--- config.mk ---
export PLATFORM = sky130hd
export DESIGN_NAME = load_store_address_generator
export DESIGN_NICKNAME = d
export VERILOG_FILES = /design/src/design/lsag_pkg.sv /design/src/design/lsag_decode.sv /design/src/design/lsag_add.sv /design/src/design/lsag_out.sv /design/src/design/load_store_address_generator.sv
export SDC_FILE = /design/constraint.sdc
export NUM_CORES = 1
export LEC_CHECK = 0
export BUFFER_PORTS_ARGS = -buffer_cell sky130_fd_sc_hd__buf_2
export CAP_MARGIN = 10
export CELL_PAD_IN_SITES_DETAIL_PLACEMENT = 1
export CELL_PAD_IN_SITES_GLOBAL_PLACEMENT = 2
export CORE_MARGIN = 4
export CORE_UTILIZATION = 43
export CTS_CLUSTER_DIAMETER = 60
export DETAILED_ROUTE_END_ITERATION = 8
export GPL_ROUTABILITY_DRIVEN = 0
export MAX_ROUTING_LAYER = met4
export PLACE_DENSITY_LB_ADDON = 0.1
export SYNTH_ARGS = -nofsm -noshare
export SYNTH_HDL_FRONTEND = slang
export SYNTH_HIERARCHICAL = 1
export SYNTH_SLANG_ARGS = --single-unit
--- constraint.sdc ---
create_clock -name clk_i -period 7.88 [get_ports clk_i]
set_input_delay 0.788 -clock clk_i [delete_from_list [all_inputs] [get_ports clk_i]]
set_output_delay 0.788 -clock clk_i [all_outputs]
set_load 0.01 [all_outputs]
--- src/design/lsag_pkg.sv ---
package lsag_pkg;

  typedef enum logic [2:0] {
    MODE_BASE  = 3'd0,
    MODE_DISP  = 3'd1,
    MODE_LIT   = 3'd2,
    MODE_REG   = 3'd3,
    MODE_REGNS = 3'd4,
    MODE_PRF   = 3'd5,
    MODE_NYI   = 3'd6
  } mode_e;

  typedef enum logic [1:0] {
    ST_OK   = 2'd0,
    ST_NONE = 2'd1,
    ST_NYI  = 2'd2
  } status_e;

  typedef enum logic [2:0] {
    EXT_UXTB = 3'd0,
    EXT_UXTH = 3'd1,
    EXT_UXTW = 3'd2,
    EXT_UXTX = 3'd3,
    EXT_SXTB = 3'd4,
    EXT_SXTH = 3'd5,
    EXT_SXTW = 3'd6,
    EXT_SXTX = 3'd7
  } ext_e;

  localparam int unsigned AddrW   = 64;
  localparam int unsigned SizeW   = 5;
  localparam int unsigned DispW   = 21;
  localparam int unsigned ActionW = 5;

  typedef struct packed {
    mode_e            mode;
    logic [SizeW-1:0] size;
    logic             pair;
  } op_desc_t;

  // indexed by the dense operation code
  localparam op_desc_t OpTable [32] = '{
    '{MODE_BASE,  5'd4,  1'b0}, '{MODE_DISP,  5'd1,  1'b0}, '{MODE_DISP,  5'd1,  1'b0},
    '{MODE_REGNS, 5'd8,  1'b0}, '{MODE_BASE,  5'd2,  1'b0}, '{MODE_DISP,  5'd2,  1'b0},
    '{MODE_DISP,  5'd4,  1'b0}, '{MODE_LIT,   5'd8,  1'b0}, '{MODE_BASE,  5'd8,  1'b0},
    '{MODE_REG,   5'd8,  1'b0}, '{MODE_DISP,  5'd8,  1'b0}, '{MODE_DISP,  5'd16, 1'b1},
    '{MODE_DISP,  5'd8,  1'b1}, '{MODE_BASE,  5'd8,  1'b1}, '{MODE_DISP,  5'd4,  1'b0},
    '{MODE_DISP,  5'd8,  1'b0}, '{MODE_BASE,  5'd4,  1'b0}, '{MODE_PRF,   5'd0,  1'b0},
    '{MODE_BASE,  5'd4,  1'b0}, '{MODE_DISP,  5'd8,  1'b1}, '{MODE_DISP,  5'd8,  1'b1},
    '{MODE_DISP,  5'd16, 1'b1}, '{MODE_BASE,  5'd16, 1'b1}, '{MODE_DISP,  5'd2,  1'b0},
    '{MODE_DISP,  5'd16, 1'b0}, '{MODE_REG,   5'd4,  1'b0}, '{MODE_DISP,  5'd4,  1'b0},
    '{MODE_REG,   5'd8,  1'b0}, '{MODE_DISP,  5'd8,  1'b0}, '{MODE_DISP,  5'd4,  1'b0},
    '{MODE_BASE,  5'd4,  1'b0}, '{MODE_NYI,   5'd0,  1'b0}
  };

  // operands for the address adder
  typedef struct packed {
    logic [AddrW-1:0] opa;
    logic [AddrW-1:0] opb;
    logic [SizeW-1:0] size;
    status_e          status;
    logic             pair;
  } ops_t;

  // resolved access, addr2 is the second address of a pair
  typedef struct packed {
    logic [AddrW-1:0] addr;
    logic [AddrW-1:0] addr2;
    logic [SizeW-1:0] size;
    status_e          status;
    logic             pair;
  } acc_t;

  function automatic logic [AddrW-1:0] extend_index(logic [AddrW-1:0] idx, ext_e kind);
    logic [AddrW-1:0] e;
    case (kind)
      EXT_UXTB: e = {56'd0, idx[7:0]};
      EXT_UXTH: e = {48'd0, idx[15:0]};
      EXT_UXTW: e = {32'd0, idx[31:0]};
      EXT_SXTB: e = {{56{idx[7]}}, idx[7:0]};
      EXT_SXTH: e = {{48{idx[15]}}, idx[15:0]};
      EXT_SXTW: e = {{32{idx[31]}}, idx[31:0]};
      default:  e = idx;
    endcase
    return e;
  endfunction

endpackage

--- src/design/lsag_decode.sv ---
module lsag_decode (
  input  logic                         clk_i,
  input  logic                         rst_ni,
  input  logic                         valid_i,
  output logic                         ready_o,
  input  logic [lsag_pkg::ActionW-1:0] action_i,
  input  logic [lsag_pkg::AddrW-1:0]   base_address_i,
  input  logic [lsag_pkg::AddrW-1:0]   index_value_i,
  input  logic [lsag_pkg::DispW-1:0]   displacement_i,
  input  logic [lsag_pkg::AddrW-1:0]   pc_value_i,
  input  logic [2:0]                   extend_kind_i,
  input  logic [2:0]                   shift_amount_i,
  output logic                         valid_o,
  input  logic                         ready_i,
  output lsag_pkg::ops_t               ops_o
);

  logic               valid_q;
  lsag_pkg::ops_t     ops_d, ops_q;

  always_comb begin
    lsag_pkg::op_desc_t         desc;
    logic [lsag_pkg::AddrW-1:0] ext;
    logic [lsag_pkg::AddrW-1:0] sdisp;
    desc  = lsag_pkg::OpTable[action_i];
    ext   = lsag_pkg::extend_index(index_value_i, lsag_pkg::ext_e'(extend_kind_i));
    sdisp = {{(lsag_pkg::AddrW - lsag_pkg::DispW){displacement_i[lsag_pkg::DispW-1]}},
             displacement_i};
    ops_d.opa    = '0;
    ops_d.opb    = '0;
    ops_d.size   = desc.size;
    ops_d.pair   = desc.pair;
    ops_d.status = lsag_pkg::ST_OK;
    unique case (desc.mode)
      lsag_pkg::MODE_BASE: ops_d.opa = base_address_i;
      lsag_pkg::MODE_DISP: begin
        ops_d.opa = base_address_i;
        ops_d.opb = sdisp;
      end
      lsag_pkg::MODE_LIT: begin
        ops_d.opa = pc_value_i;
        ops_d.opb = sdisp;
      end
      lsag_pkg::MODE_REG: begin
        ops_d.opa = base_address_i;
        ops_d.opb = ext << shift_amount_i;
      end
      lsag_pkg::MODE_REGNS: begin
        // shifted form of this load is not implemented
        if (shift_amount_i != 3'd0) begin
          ops_d.status = lsag_pkg::ST_NYI;
        end else begin
          ops_d.opa = base_address_i;
          ops_d.opb = ext;
        end
      end
      lsag_pkg::MODE_PRF: ops_d.status = lsag_pkg::ST_NONE;
      default:            ops_d.status = lsag_pkg::ST_NYI;
    endcase
    if (ops_d.status != lsag_pkg::ST_OK) begin
      ops_d.size = '0;
      ops_d.pair = 1'b0;
    end
  end

  assign ready_o = !valid_q || ready_i;

  always_ff @(posedge clk_i or negedge rst_ni) begin
    if (!rst_ni) begin
      valid_q <= 1'b0;
    end else if (ready_o) begin
      valid_q <= valid_i;
    end
  end

  always_ff @(posedge clk_i) begin
    if (valid_i && ready_o) begin
      ops_q <= ops_d;
    end
  end

  assign valid_o = valid_q;
  assign ops_o   = ops_q;

endmodule

--- src/design/lsag_add.sv ---
module lsag_add (
  input  logic           clk_i,
  input  logic           rst_ni,
  input  logic           valid_i,
  output logic           ready_o,
  input  lsag_pkg::ops_t ops_i,
  output logic           valid_o,
  input  logic           ready_i,
  output lsag_pkg::acc_t acc_o
);

  // stage A: main address add; stage B: second address of a pair
  logic           a_valid_q, b_valid_q;
  logic           a_ready, b_ready;
  lsag_pkg::acc_t a_d, a_q, b_d, b_q;

  assign b_ready = !b_valid_q || ready_i;
  assign a_ready = !a_valid_q || b_ready;
  assign ready_o = a_ready;

  always_comb begin
    a_d.addr   = ops_i.opa + ops_i.opb;
    a_d.addr2  = '0;
    a_d.size   = ops_i.size;
    a_d.status = ops_i.status;
    a_d.pair   = ops_i.pair;
  end

  always_comb begin
    b_d       = a_q;
    b_d.addr2 = a_q.addr + {{(lsag_pkg::AddrW - lsag_pkg::SizeW){1'b0}}, a_q.size};
  end

  always_ff @(posedge clk_i or negedge rst_ni) begin
    if (!rst_ni) begin
      a_valid_q <= 1'b0;
      b_valid_q <= 1'b0;
    end else begin
      if (a_ready) a_valid_q <= valid_i;
      if (b_ready) b_valid_q <= a_valid_q;
    end
  end

  always_ff @(posedge clk_i) begin
    if (valid_i && a_ready) a_q <= a_d;
    if (a_valid_q && b_ready) b_q <= b_d;
  end

  assign valid_o = b_valid_q;
  assign acc_o   = b_q;

endmodule

--- src/design/lsag_out.sv ---
module lsag_out (
  input  logic                       clk_i,
  input  logic                       rst_ni,
  input  logic                       valid_i,
  output logic                       ready_o,
  input  lsag_pkg::acc_t             acc_i,
  output logic                       m_valid_o,
  input  logic                       m_ready_i,
  output logic [lsag_pkg::AddrW-1:0] address_o,
  output logic [lsag_pkg::SizeW-1:0] access_size_o,
  output lsag_pkg::status_e          status_o,
  output logic                       last_o
);

  logic                       valid_q;
  logic                       last_q;
  logic [lsag_pkg::AddrW-1:0] addr_q, addr2_q;
  logic [lsag_pkg::SizeW-1:0] size_q;
  lsag_pkg::status_e          status_q;

  // a pair holds the stage for one extra beat
  assign ready_o = !valid_q || (m_ready_i && last_q);

  always_ff @(posedge clk_i or negedge rst_ni) begin
    if (!rst_ni) begin
      valid_q <= 1'b0;
      last_q  <= 1'b1;
    end else if (ready_o) begin
      valid_q <= valid_i;
      if (valid_i) last_q <= !acc_i.pair;
    end else if (m_ready_i) begin
      last_q <= 1'b1;
    end
  end

  always_ff @(posedge clk_i) begin
    if (ready_o && valid_i) begin
      addr_q   <= acc_i.addr;
      addr2_q  <= acc_i.addr2;
      size_q   <= acc_i.size;
      status_q <= acc_i.status;
    end else if (valid_q && m_ready_i && !last_q) begin
      addr_q <= addr2_q;
    end
  end

  assign m_valid_o     = valid_q;
  assign address_o     = addr_q;
  assign access_size_o = size_q;
  assign status_o      = status_q;
  assign last_o        = last_q;

  a_noacc_single: assert property (@(posedge clk_i) disable iff (!rst_ni)
    m_valid_o && status_o != lsag_pkg::ST_OK |-> last_o && access_size_o == '0)
    else $error("no-access item not a single zero-size result");

  a_pair_second: assert property (@(posedge clk_i) disable iff (!rst_ni)
    m_valid_o && m_ready_i && !last_o |=> m_valid_o && last_o &&
      access_size_o == $past(access_size_o) && status_o == lsag_pkg::ST_OK)
    else $error("second pair beat missing or malformed");

  a_pair_addr: assert property (@(posedge clk_i) disable iff (!rst_ni)
    m_valid_o && m_ready_i && !last_o |=> address_o == $past(address_o) +
      {{(lsag_pkg::AddrW - lsag_pkg::SizeW){1'b0}}, $past(access_size_o)})
    else $error("second pair address not first plus size");

endmodule

--- src/design/load_store_address_generator.sv ---
// Load/store address generator: one decoded memory operation in, its accesses out.
// An item enters every cycle unless the output side or a pair holds the flow; results pass
// through decode and index extend, address add, pair address add and the output register.
// A pair gives two results one after the other and holds the output register for the extra
// one; with the pipeline full the input side takes no item while a pair's first result is
// shown, so a pair holds back the input for its extra result. Prefetch and unsupported
// operations give one result with size 0 and the matching status.
module load_store_address_generator (
  input  logic         clk_i,
  input  logic         rst_ni,
  input  logic         s_axis_tvalid_i,
  output logic         s_axis_tready_o,
  // base_address[63:0], index_value[127:64], displacement[148:128], pc_value[212:149],
  // extend_kind[215:213], shift_amount[218:216], zero fill
  input  logic [223:0] s_axis_tdata_i,
  // action[4:0]
  input  logic [4:0]   s_axis_tuser_i,
  output logic         m_axis_tvalid_o,
  input  logic         m_axis_tready_i,
  // address[63:0], access_size[68:64], zero fill
  output logic [71:0]  m_axis_tdata_o,
  // status[1:0]
  output logic [1:0]   m_axis_tuser_o,
  output logic         m_axis_tlast_o
);

  logic                       dec_valid, dec_ready;
  logic                       add_valid, add_ready;
  lsag_pkg::ops_t             dec_ops;
  lsag_pkg::acc_t             add_acc;
  logic [lsag_pkg::AddrW-1:0] address;
  logic [lsag_pkg::SizeW-1:0] access_size;
  lsag_pkg::status_e          status;

  lsag_decode u_decode (
    .clk_i          (clk_i),
    .rst_ni         (rst_ni),
    .valid_i        (s_axis_tvalid_i),
    .ready_o        (s_axis_tready_o),
    .action_i       (s_axis_tuser_i),
    .base_address_i (s_axis_tdata_i[63:0]),
    .index_value_i  (s_axis_tdata_i[127:64]),
    .displacement_i (s_axis_tdata_i[148:128]),
    .pc_value_i     (s_axis_tdata_i[212:149]),
    .extend_kind_i  (s_axis_tdata_i[215:213]),
    .shift_amount_i (s_axis_tdata_i[218:216]),
    .valid_o        (dec_valid),
    .ready_i        (dec_ready),
    .ops_o          (dec_ops)
  );

  lsag_add u_add (
    .clk_i   (clk_i),
    .rst_ni  (rst_ni),
    .valid_i (dec_valid),
    .ready_o (dec_ready),
    .ops_i   (dec_ops),
    .valid_o (add_valid),
    .ready_i (add_ready),
    .acc_o   (add_acc)
  );

  lsag_out u_out (
    .clk_i         (clk_i),
    .rst_ni        (rst_ni),
    .valid_i       (add_valid),
    .ready_o       (add_ready),
    .acc_i         (add_acc),
    .m_valid_o     (m_axis_tvalid_o),
    .m_ready_i     (m_axis_tready_i),
    .address_o     (address),
    .access_size_o (access_size),
    .status_o      (status),
    .last_o        (m_axis_tlast_o)
  );

  assign m_axis_tdata_o = {3'b000, access_size, address};
  assign m_axis_tuser_o = status;

endmodule

# After elaboration in Yosys (flattened, before gate mapping)
# Memory sizes are Yosys's and may differ from the RTL's.
# Index checks and enable logic that the tools add are counted.
# Widths: inputs -> output; s select.
dict set report word_totals {
  ff_bits 484
  rom_bits 288
  in_bits 233
  output_inout_bits 77
  elab_cells 80
  memories 1
}
# name words word_bits read_ports rd_ports_with_merged_regs wr line
set memory_table {}
lappend memory_table {{(name not given)} 32 9 1 0 0 lsag_decode.sv:25} ;# desc = lsag_pkg::OpTable[action_i];
dict set report classes {
  addsub 2
  order_cmp 1
  eq_ne 11
  shift 1
  mux 13
  bitwise_logic 1
  reduce_logical 27
}
# cell n
set op_table {}
lappend op_table {{$pmux 64 s3} 2}
lappend op_table {{$pmux 64 s6} 1}
lappend op_table {{$mux 128} 1}
lappend op_table {{$mux 64} 2}
lappend op_table {{$add 64x5->64} 1}
lappend op_table {{$add 64x64->64} 1}
lappend op_table {{$shl 64x3->64} 1}
lappend op_table {{$mux 9} 2}
lappend op_table {{$eq 3x3->1 const B} 5}
lappend op_table {{$eq 3x2->1 const B} 3}
lappend op_table {{$logic_and 1x1->1} 7}
lappend op_table {{$eq 3x1->1 const B} 2}
lappend op_table {{$ge 6x6->1 const B} 1}
lappend op_table {{$logic_not 1->1} 6}
lappend op_table {{$logic_not 3->1} 2}
lappend op_table {{$not 5->6} 1}
lappend op_table {{$pmux 2 s3} 1}
lappend op_table {{$reduce_bool 2->1} 3}
lappend op_table {{$logic_or 1x1->1} 4}
lappend op_table {{$reduce_or 4->1} 1}
lappend op_table {{$mux 1} 3}
lappend op_table {{$reduce_bool 3->1} 1}
lappend op_table {{$reduce_or 3->1} 1}
lappend op_table {{$mux 2} 1}
lappend op_table {{3 further kinds} 3}

# Depth between registers and ports, before layout
# Gate-level depths: netlist of the first run.
dict set report depth {
  ltp_word 8
  mapped_depth 12
  mapped_depth_nobuf 12
}

# Modules after synthesis
# Netlist of the first run, hierarchy kept.
# mod n_inst cells_each area_each_um2
set by_module_without_submodules {}
lappend by_module_without_submodules {lsag_add 1 918 11143.2}
lappend by_module_without_submodules {lsag_decode 1 828 8972.4}
lappend by_module_without_submodules {lsag_out 1 371 5888.1}
lappend by_module_without_submodules {load_store_address_generator 1 4 26.3}

# Least setup slack after synthesis of the first run
# No wires, ideal clock.
dict set report synth_timing {
  kind {input to register}
  startpoint {input m_axis_tready_i}
  endpoint {register u_decode.ops_q, in the netlist u_decode/ops_o[0] (enable)}
  setup_ps 512
  t_arrival_ps 4527
  required_ps 7368
  setup_slack_ps 2841
  cell_stages 6
  n_path_buf 1
  cell_sequence {a21boi_2 > buf_4 > inv_2 > nand3b_1 > nand2b_1 > and2_1}
}
dict set report synth_via {
  elab_chain_len 6
}
# item line
set synth_rtl {}
lappend synth_rtl {{from (decl)} load_store_address_generator.sv:19} ;# input logic m_axis_tready_i,
lappend synth_rtl {{$logic_and 1x1->1} lsag_out.sv:22} ;# assign ready_o = !valid_q || (m_ready_i && last_q);
lappend synth_rtl {{$logic_or 1x1->1} lsag_out.sv:22}
lappend synth_rtl {{named net add_ready} load_store_address_generator.sv:28} ;# logic add_valid, add_ready;
lappend synth_rtl {{$logic_or 1x1->1} lsag_add.sv:17} ;# assign b_ready = !b_valid_q || ready_i;
lappend synth_rtl {{$logic_or 1x1->1} lsag_add.sv:18} ;# assign a_ready = !a_valid_q || b_ready;
lappend synth_rtl {{named net dec_ready} load_store_address_generator.sv:27} ;# logic dec_valid, dec_ready;
lappend synth_rtl {{$logic_or 1x1->1} lsag_decode.sv:66} ;# assign ready_o = !valid_q || ready_i;
lappend synth_rtl {{named net s_axis_tready_o} load_store_address_generator.sv:12} ;# output logic s_axis_tready_o,
lappend synth_rtl {{$logic_and 1x1->1} lsag_decode.sv:77} ;# if (valid_i && ready_o) begin
lappend synth_rtl {{to (signal assigned)} lsag_decode.sv:78} ;# ops_q <= ops_d;
lappend synth_rtl {{to (decl)} lsag_decode.sv:19} ;# lsag_pkg::ops_t ops_d, ops_q;
# The timed path passes the listed nets, and every way through them passes these cells.
# A chain may end at the register's enable or synchronous reset.

==> qor.csv, run 1 <==
stage,metric,value,unit
sta,fin_crit_sh,49.5,%
sta,timing.final.ws_setup,3980,ps
job,drv_cap,0,
setup_path,cp-start-kind,flop,
layout,nFillCells,6226,
grt,grtUsageTotal,22.0,%
status,status,"finished, final reports clean",
grt,grt_pass1_vias,18400,
power,p_seq_share,45.8,%
route,vias_per_cell,5.68,
clock_network,clkTransAtPathRegs,60,ps
sta,setup_viol,0,
floorplanning,rows,89,
clock_network,cts_hold_buf,1,
setup_path,r2r_end,u_add/acc_o[62]$_DFFE_PP_,
layout,layout_common_cells,"edfxtp_1 (479), buf_2 (300), nand2_1 (223), nor2_1 (122), a21oi_1 (105)",
sta,worst_slew_pin_slew,1230,ps
floorplanning,pin_count,310,
setup_path,end_kind,flop,
setup_path,arrival,4230,ps
setup_path,path_cells,"ha_1, a21o_1, a21oi_1, o21bai_1, nand2_1, nor3_1, nand2_1, nor3_1, nand4_1, xnor2_1",
setup_path,crit_fanout,6,
yosys,ys.flop_type,edfxtp_1,
layout,final_common_cell,edfxtp_1,
route,drt-initial-drc-count,1229,
sta,layout_min_cycle_time,3900,ps
sta,slew_violations,0,
clock_network,clockRootBuffer,clkbuf_16,
clock_network,cts_buffers,51,
hold_path,min-delay-path-class,primary input to flop,
sta,rsz0062_at_grt,false,
power,p_int,0.00711,W
setup_path,r2r_setup_slack,3980,ps
placed_design,dp_hpwl,52.1,mm
route,drc,0,
clock_network,insertion_delay,600,ps
floorplanning,die-width,254,um
layout,area_growth,14.7,%
power,p_switching,0.00351,W
grt,grt_max_degree,94,
floorplanning,die_h,254,um
setup_path,cpMaxStageDelayCell,nor3_1,
clock_network,cts_resized,0,
route,num_vias,18100,
sta,finalHoldViolations,0,
clock_network,h-tree-depth,2,
route,ant_nets,0,
yosys,synth_edf_count,479,
grt,antenna_found_initial,0,
power,swShare,33.0,%
layout,nets,2677,
hold_path,hold-path-cell-count,2,
sta,skew,25.3,ps
route,routedWlPerCell,21.9,um
yosys,ys_ff_latch,484,
layout,drive_above_1_share,23.0,%
power,power_frac_comb,30.7,%
hold_path,min_from,s_axis_tvalid_i,
yosys,ys_seq_area_share,55.7,%
yosys,syn_area,26000,um2
route,route.final.wire_length,69.8,mm
power,powerDensity,356,nW/um2
setup_path,rr_worst_depth,10,
power,power_leakage,11.6,nW
layout,antennaDiodeCount,0,
placed_design,portBuffers,301,
power,ir_worst_vdd,182,uV
floorplanning,core_area,59500,um2
setup_path,crit_type,flop to flop,
yosys,synthArstFlopShare,1.03,%
setup_path,slowest_delay,680,ps
setup_path,regToRegStartpoint,u_add/a_q[5]$_DFFE_PP_,
sta,maxSlewHeadroom,18.0,%
yosys,syn_area_per_cell,12.3,um2
grt,overflow,0,
clock_network,cts_tree,yes,
route,dr.pass1.iters,5,
yosys,synth_cells,2121,
power,p_clk_share,23.5,%
yosys,yosys.cell_types.count,91,
setup_path,critical_path_required,8220,ps
yosys,yosysWarnings,6,
placed_design,dp_slack,3850,ps
sta,tns,0,ps
clock_network,clock_path_buffers,3,
sta,fmax,257,MHz
grt,grt_pass1_wl,109,mm
clock_network,cts_sinks,484,
hold_path,hold_end,u_decode/valid_o$_DFFE_PN0N_,
clock_network,post_cts_buffers,0,
floorplanning,die_area,64500,um2
floorplanning,start_util,43.8,%
-- worst max-delay path by stage --
stage / from / cells after the start / end / slack, ps
final: u_add/a_q[5]$_DFFE_PP_ / 10 / u_add/acc_o[62]$_DFFE_PP_ / 3980
after global routing: u_add/a_q[5]$_DFFE_PP_ / 10 / u_add/acc_o[62]$_DFFE_PP_ / 3620
after CTS: u_add/a_q[5]$_DFFE_PP_ / 10 / u_add/acc_o[62]$_DFFE_PP_ / 3840
after detailed placement: s_axis_tuser_i[0] / 9 / u_decode/ops_o[96]$_DFFE_PP_ / 3850
after global placement: u_add/a_q[5]$_DFFE_PP_ / 11 / u_add/acc_o[70]$_DFFE_PP_ / 3920
after floorplan: m_axis_tready_i / 6 / u_decode/ops_o[0]$_SDFFCE_PP0P_ / 2840
-- critical path: cells and delay by family (launching register included) --
family	cells	cell delay, ps
AOI/OAI and AO/OA	3	650
xor gates and xnor gates	1	170
adders and majority gates	1	370
DFF	1	450
and+or+nand+nor	5	2020
-- sequential cells by signal (all words and copies together), names as in the netlist --
signal / flops
u_add/acc_o: 136
u_out/m_valid_o: 1
u_out/access_size_o: 5
u_out/addr2_q: 64
u_decode/ops_o: 136
u_add/a_q: 72
u_add/a_valid_q: 1
u_out/address_o: 64
u_out/status_o: 2
u_out/last_o: 1
u_add/valid_o: 1
u_decode/valid_o: 1
-- metal layers --
layer	GRT usage (%)	up-vias	routed length, um
li1	-	8618	-
met1	32.4	8948	33400
met2	33.6	434	32200
met3	2.60	67	3260
met4	4.04	0	901
met5	-	-	0
-- logic make-up (layout without fill, tap and decap cells) --
group	Yosys count	count (layout)	synth area share, %
adders and majority gates	76	76	3.71
xor gates and xnor gates	123	123	4.14
buffers and inverters	228	513	3.99
and+or+nand+nor	569	569	10.3
muxes	79	79	4.60
other	1	3	0.0144
AOI/OAI and AO/OA	561	561	17.5
DFF	484	484	55.7
-- synthesized netlist by cell type, types with 9 or more instances --
| cell type | n | area (um2) |
|---|---|---|
| inv_1 | 93 | 349 |
| nand3_1 | 71 | 355 |
| clkbuf_1 | 57 | 214 |
| edfxtp_1 | 479 | 14400 |
| o21a_1 | 9 | 67.6 |
| a22o_1 | 68 | 596 |
| a31oi_1 | 17 | 106 |
| nand2_1 | 223 | 837 |
| nand4_1 | 32 | 200 |
| mux2_2 | 14 | 158 |
| nor2_1 | 124 | 465 |
| a21oi_1 | 106 | 531 |
| a22oi_1 | 24 | 180 |
| nor3_1 | 24 | 120 |
| o32ai_2 | 60 | 976 |
| a211oi_1 | 11 | 82.6 |
| mux4_2 | 31 | 698 |
| a21o_1 | 44 | 330 |
| xnor2_1 | 77 | 674 |
| ha_1 | 74 | 926 |
| buf_2 | 45 | 225 |
| o211ai_1 | 25 | 188 |
| xor2_1 | 46 | 403 |
| mux2i_1 | 34 | 340 |
| nor2b_1 | 10 | 62.6 |
| o21bai_1 | 21 | 158 |
| a221o_1 | 16 | 160 |
| nand2b_1 | 16 | 100 |
| and3_1 | 24 | 150 |
| o21ai_1 | 10 | 50.1 |
| buf_6 | 9 | 101 |
| o21ai_0 | 66 | 330 |
| buf_4 | 15 | 113 |
-- power groups by stage --
stage / logic (W) / registers (W) / clock network, W
after global placement: 0.00320 / 0.00486 / 0
after floorplan: 0.00227 / 0.00485 / 0
after detailed placement: 0.00328 / 0.00493 / 0
after global routing: 0.00361 / 0.00498 / 0.00268
final: 0.00326 / 0.00486 / 0.00249
after CTS: 0.00330 / 0.00488 / 0.00256
-- through the flow --
step                      area, um2  hold slack [ps]  total power, W  util [%]  instances
final                         29800              398          0.0106      50.2       3181
after global routing          29800              398          0.0113      50.2       3181
after CTS                     29800              366          0.0107      50.2       3181
after detailed placement      28100              405         0.00821      47.2       3087
after global placement        28100              401         0.00806      47.2       3087
after floorplan               26000              392         0.00712         -       2123
-- cell type report --
type	count	area [um2]	area share [%]
tap	773	967	3.24
sequential	484	14500	48.6
timing repair buffer	326	1700	5.69
multi-input combinational	1411	10600	35.4
clock buffer	60	1330	4.46
inverter	94	353	1.18
clock inverter	33	433	1.45
Note: power is estimated with default switching activity, not from simulation.
==> run 2: changes to the inputs <==
CORE_UTILIZATION = 40   (was 43)
clock period = 3.7 ns   (was 7.88 ns; I/O delays follow)
==> run 2 against run 1 <==
Effect of this change: core utilization down 3.4 points; via count barely moved; sequential power up 110%; cell area grew 1.2%; cell count increased by 3.6%; worst hold slack worse by 320 ps; sequential cell count unchanged; die area up 7.3%; critical path depth up 3.
==> qor.csv, run 2 (synthesized netlist as in run 1, its figures left out) <==
stage,metric,value,unit,change
status,status,"finished, final reports clean",,
sta,maxSlewHeadroom,37.0,%,+19 points
setup_path,path_cells,"ha_1, fa_1, a21o_1, a21oi_1, o21bai_1, a41oi_2, o31ai_2, a41oi_1, buf_4, a21oi_1, a31o_2, a31oi_1, xnor2_1",,
route,routedWlPerCell,21.5,um,-1.9%
floorplanning,core_area,64500,um2,+8.4%
job,drv_cap,0,,unchanged
layout,area_growth,16.0,%,
clock_network,clockRootBuffer,clkbuf_16,,
sta,timing.final.ws_setup,246,ps,-3740 ps
floorplanning,start_util,40.4,%,-3.4 points
power,powerDensity,740,nW/um2,+110%
sta,setup_viol,0,,unchanged
power,total_power,0.0223,W,+110%
route,num_vias,18100,,+0.083%
clock_network,cts_sinks,484,,unchanged
sta,tns,0,ps,unchanged
sta,layout_min_cycle_time,3450,ps,-443 ps
setup_path,arrival,3780,ps,-450 ps
layout,nFillCells,6871,,+10%
clock_network,cts_tree,yes,,
placed_design,place_area,28500,um2,+1.7%
setup_path,critical_path_required,4030,ps,-4190 ps
hold_path,hold_end,u_decode/ops_o[135]$_DFFE_PP_,,
floorplanning,die_h,263,um,+3.6%
clock_network,h-tree-depth,2,,unchanged
sta,fmax,290,MHz,+13%
layout,postLayoutCellArea,30200,um2,+1.2%
floorplanning,die-width,263,um,+3.6%
sta,rsz0062_at_grt,false,,
setup_path,end_kind,flop,,
placed_design,dp_slack,228,ps,-3630 ps
setup_path,rr_worst_depth,13,,+3
setup_path,cp-start-kind,flop,,
clock_network,post_cts_buffers,0,,unchanged
grt,grt_max_degree,79,,-16%
setup_path,cpMaxStageDelayCell,fa_1,,
sta,worst_slew_pin_slew,945,ps,-285 ps
layout,drive_above_1_share,23.7,%,+0.77 points
grt,grt_pass1_wl,111,mm,+1.9%
sta,fin_crit_sh,93.3,%,+44 points
setup_path,crit_family,compound AO/OA/AOI/OAI gates,,
setup_path,r2r_end,u_add/a_q[130]$_DFFE_PP_,,
setup_path,slowest_delay,410,ps,-270 ps
layout,final_common_cell,edfxtp_1,,
sta,slew_violations,0,,unchanged
hold_path,min_from,s_axis_tdata_i[212],,
setup_path,cp_num_buf_inv,1,,+1
placed_design,portBuffers,301,,unchanged
clock_network,clock_path_buffers,3,,unchanged
route,vias_per_cell,5.49,,-3.4%
clock_network,insertion_delay,600,ps,about the same
layout,nets,2707,,+1.1%
grt,overflow,0,,unchanged
setup_path,crit_fanout,4,,-2
floorplanning,rows,93,,+4.5%
setup_path,regToRegStartpoint,u_decode/ops_o[8]$_DFFE_PP_,,
layout,fin_cells,3295,,+3.6%
layout,layout_common_cells,"edfxtp_1 (479), buf_2 (300), nand2_1 (223), nor2_1 (122), a21oi_1 (105)",,
clock_network,cts_buffers,52,,+2.0%
placed_design,dp.cells,3197,,+3.6%
route,dr.pass1.iters,5,,unchanged
clock_network,clkTransAtPathRegs,60,ps,about the same
grt,antenna_found_initial,2,,+2
floorplanning,die_area,69200,um2,+7.3%
placed_design,dp_hpwl,53.5,mm,+2.6%
setup_path,r2r_setup_slack,250,ps,-3740 ps
sta,finalHoldViolations,0,,unchanged
setup_path,crit_top_cell,a21oi_1,,
power,ir_worst_vdd,373,uV,+100%
hold_path,hold-path-cell-count,2,,unchanged
sta,skew,29.3,ps,+3.98 ps
power,power_leakage,11.7,nW,+1.1%
route,drt-initial-drc-count,1201,,-2.3%
grt,grt_pass1_vias,18800,,+2.0%
grt,grtUsageTotal,20.5,%,-1.5 points
floorplanning,pin_count,310,,unchanged
hold_path,min-delay-path-class,primary input to flop,,
setup_path,crit_type,flop to flop,,
route,drc,0,,unchanged
route,route.final.wire_length,70.9,mm,+1.6%
route,ant_nets,0,,unchanged
run 2: changes by cell type in the layout (fill, tap and decap cells not counted), sizes merged:
cell / change
bufinv: -7
clkinvlp: -2
dlygate4sd3: +1
buf: +28
clkbuf: +4
inv: +2
diode: +1
clkinv: +5
run 2: metal layers:
| metal | vias up | global-route usage, % | part of all wire [%] |
|---|---|---|---|
| li1 | 8693 | - | - |
| met1 | 8931 | 30.0 | 49 |
| met2 | 377 | 31.2 | 45 |
| met3 | 81 | 2.53 | 3.9 |
| met4 | 0 | 4.02 | 1.7 |
| met5 | - | - | 0 |
run 2: worst max-delay path by stage:
stage                                 from                              end  slack (ps)  cells after the start
2_1_floorplan     u_out/last_o$_DFFE_PN1P_  u_decode/ops_o[0]$_SDFFCE_PP0P_         380                      6
3_3_place_gp   u_decode/ops_o[8]$_DFFE_PP_         u_add/a_q[130]$_DFFE_PP_         300                     13
3_5_place_dp   u_decode/ops_o[8]$_DFFE_PP_         u_add/a_q[130]$_DFFE_PP_         230                     13
4_1_cts        u_decode/ops_o[8]$_DFFE_PP_         u_add/a_q[130]$_DFFE_PP_         240                     13
5_1_grt        u_decode/ops_o[8]$_DFFE_PP_         u_add/a_q[130]$_DFFE_PP_           9                     13
6_report       u_decode/ops_o[8]$_DFFE_PP_         u_add/a_q[130]$_DFFE_PP_         250                     13
run 2: layout make-up:
type	instances	area, um2	area share, %
clock inverters	31	259	0.858
well taps	855	1070	3.54
flip-flops and latches	484	14500	48.1
inverters	94	353	1.17
repair buffers	355	2070	6.85
multi-input cells	1411	10600	35.0
clock buffers	64	1370	4.53
diodes	1	2.50	0.00829
run 2: report_power, final:
part | internal [W] | switching, W
Sequential | 0.00925 | 0.00104
Clock | 0.00279 | 0.00211
Combinational | 0.00279 | 0.00436
run 2: through the flow:
stage	util, %	hold WS [ps]
global placement	44.3	193
floorplan	-	74.4
CTS	46.8	31.7
detailed placement	44.3	198
global route	46.8	44.1
finish	46.8	77.6
run 2: repair_timing:
action,CTS,global route
gates resized for setup,0,0
hold buffers,2,0
endpoints found under the setup margin,0,0
endpoints found under the hold margin,6,0
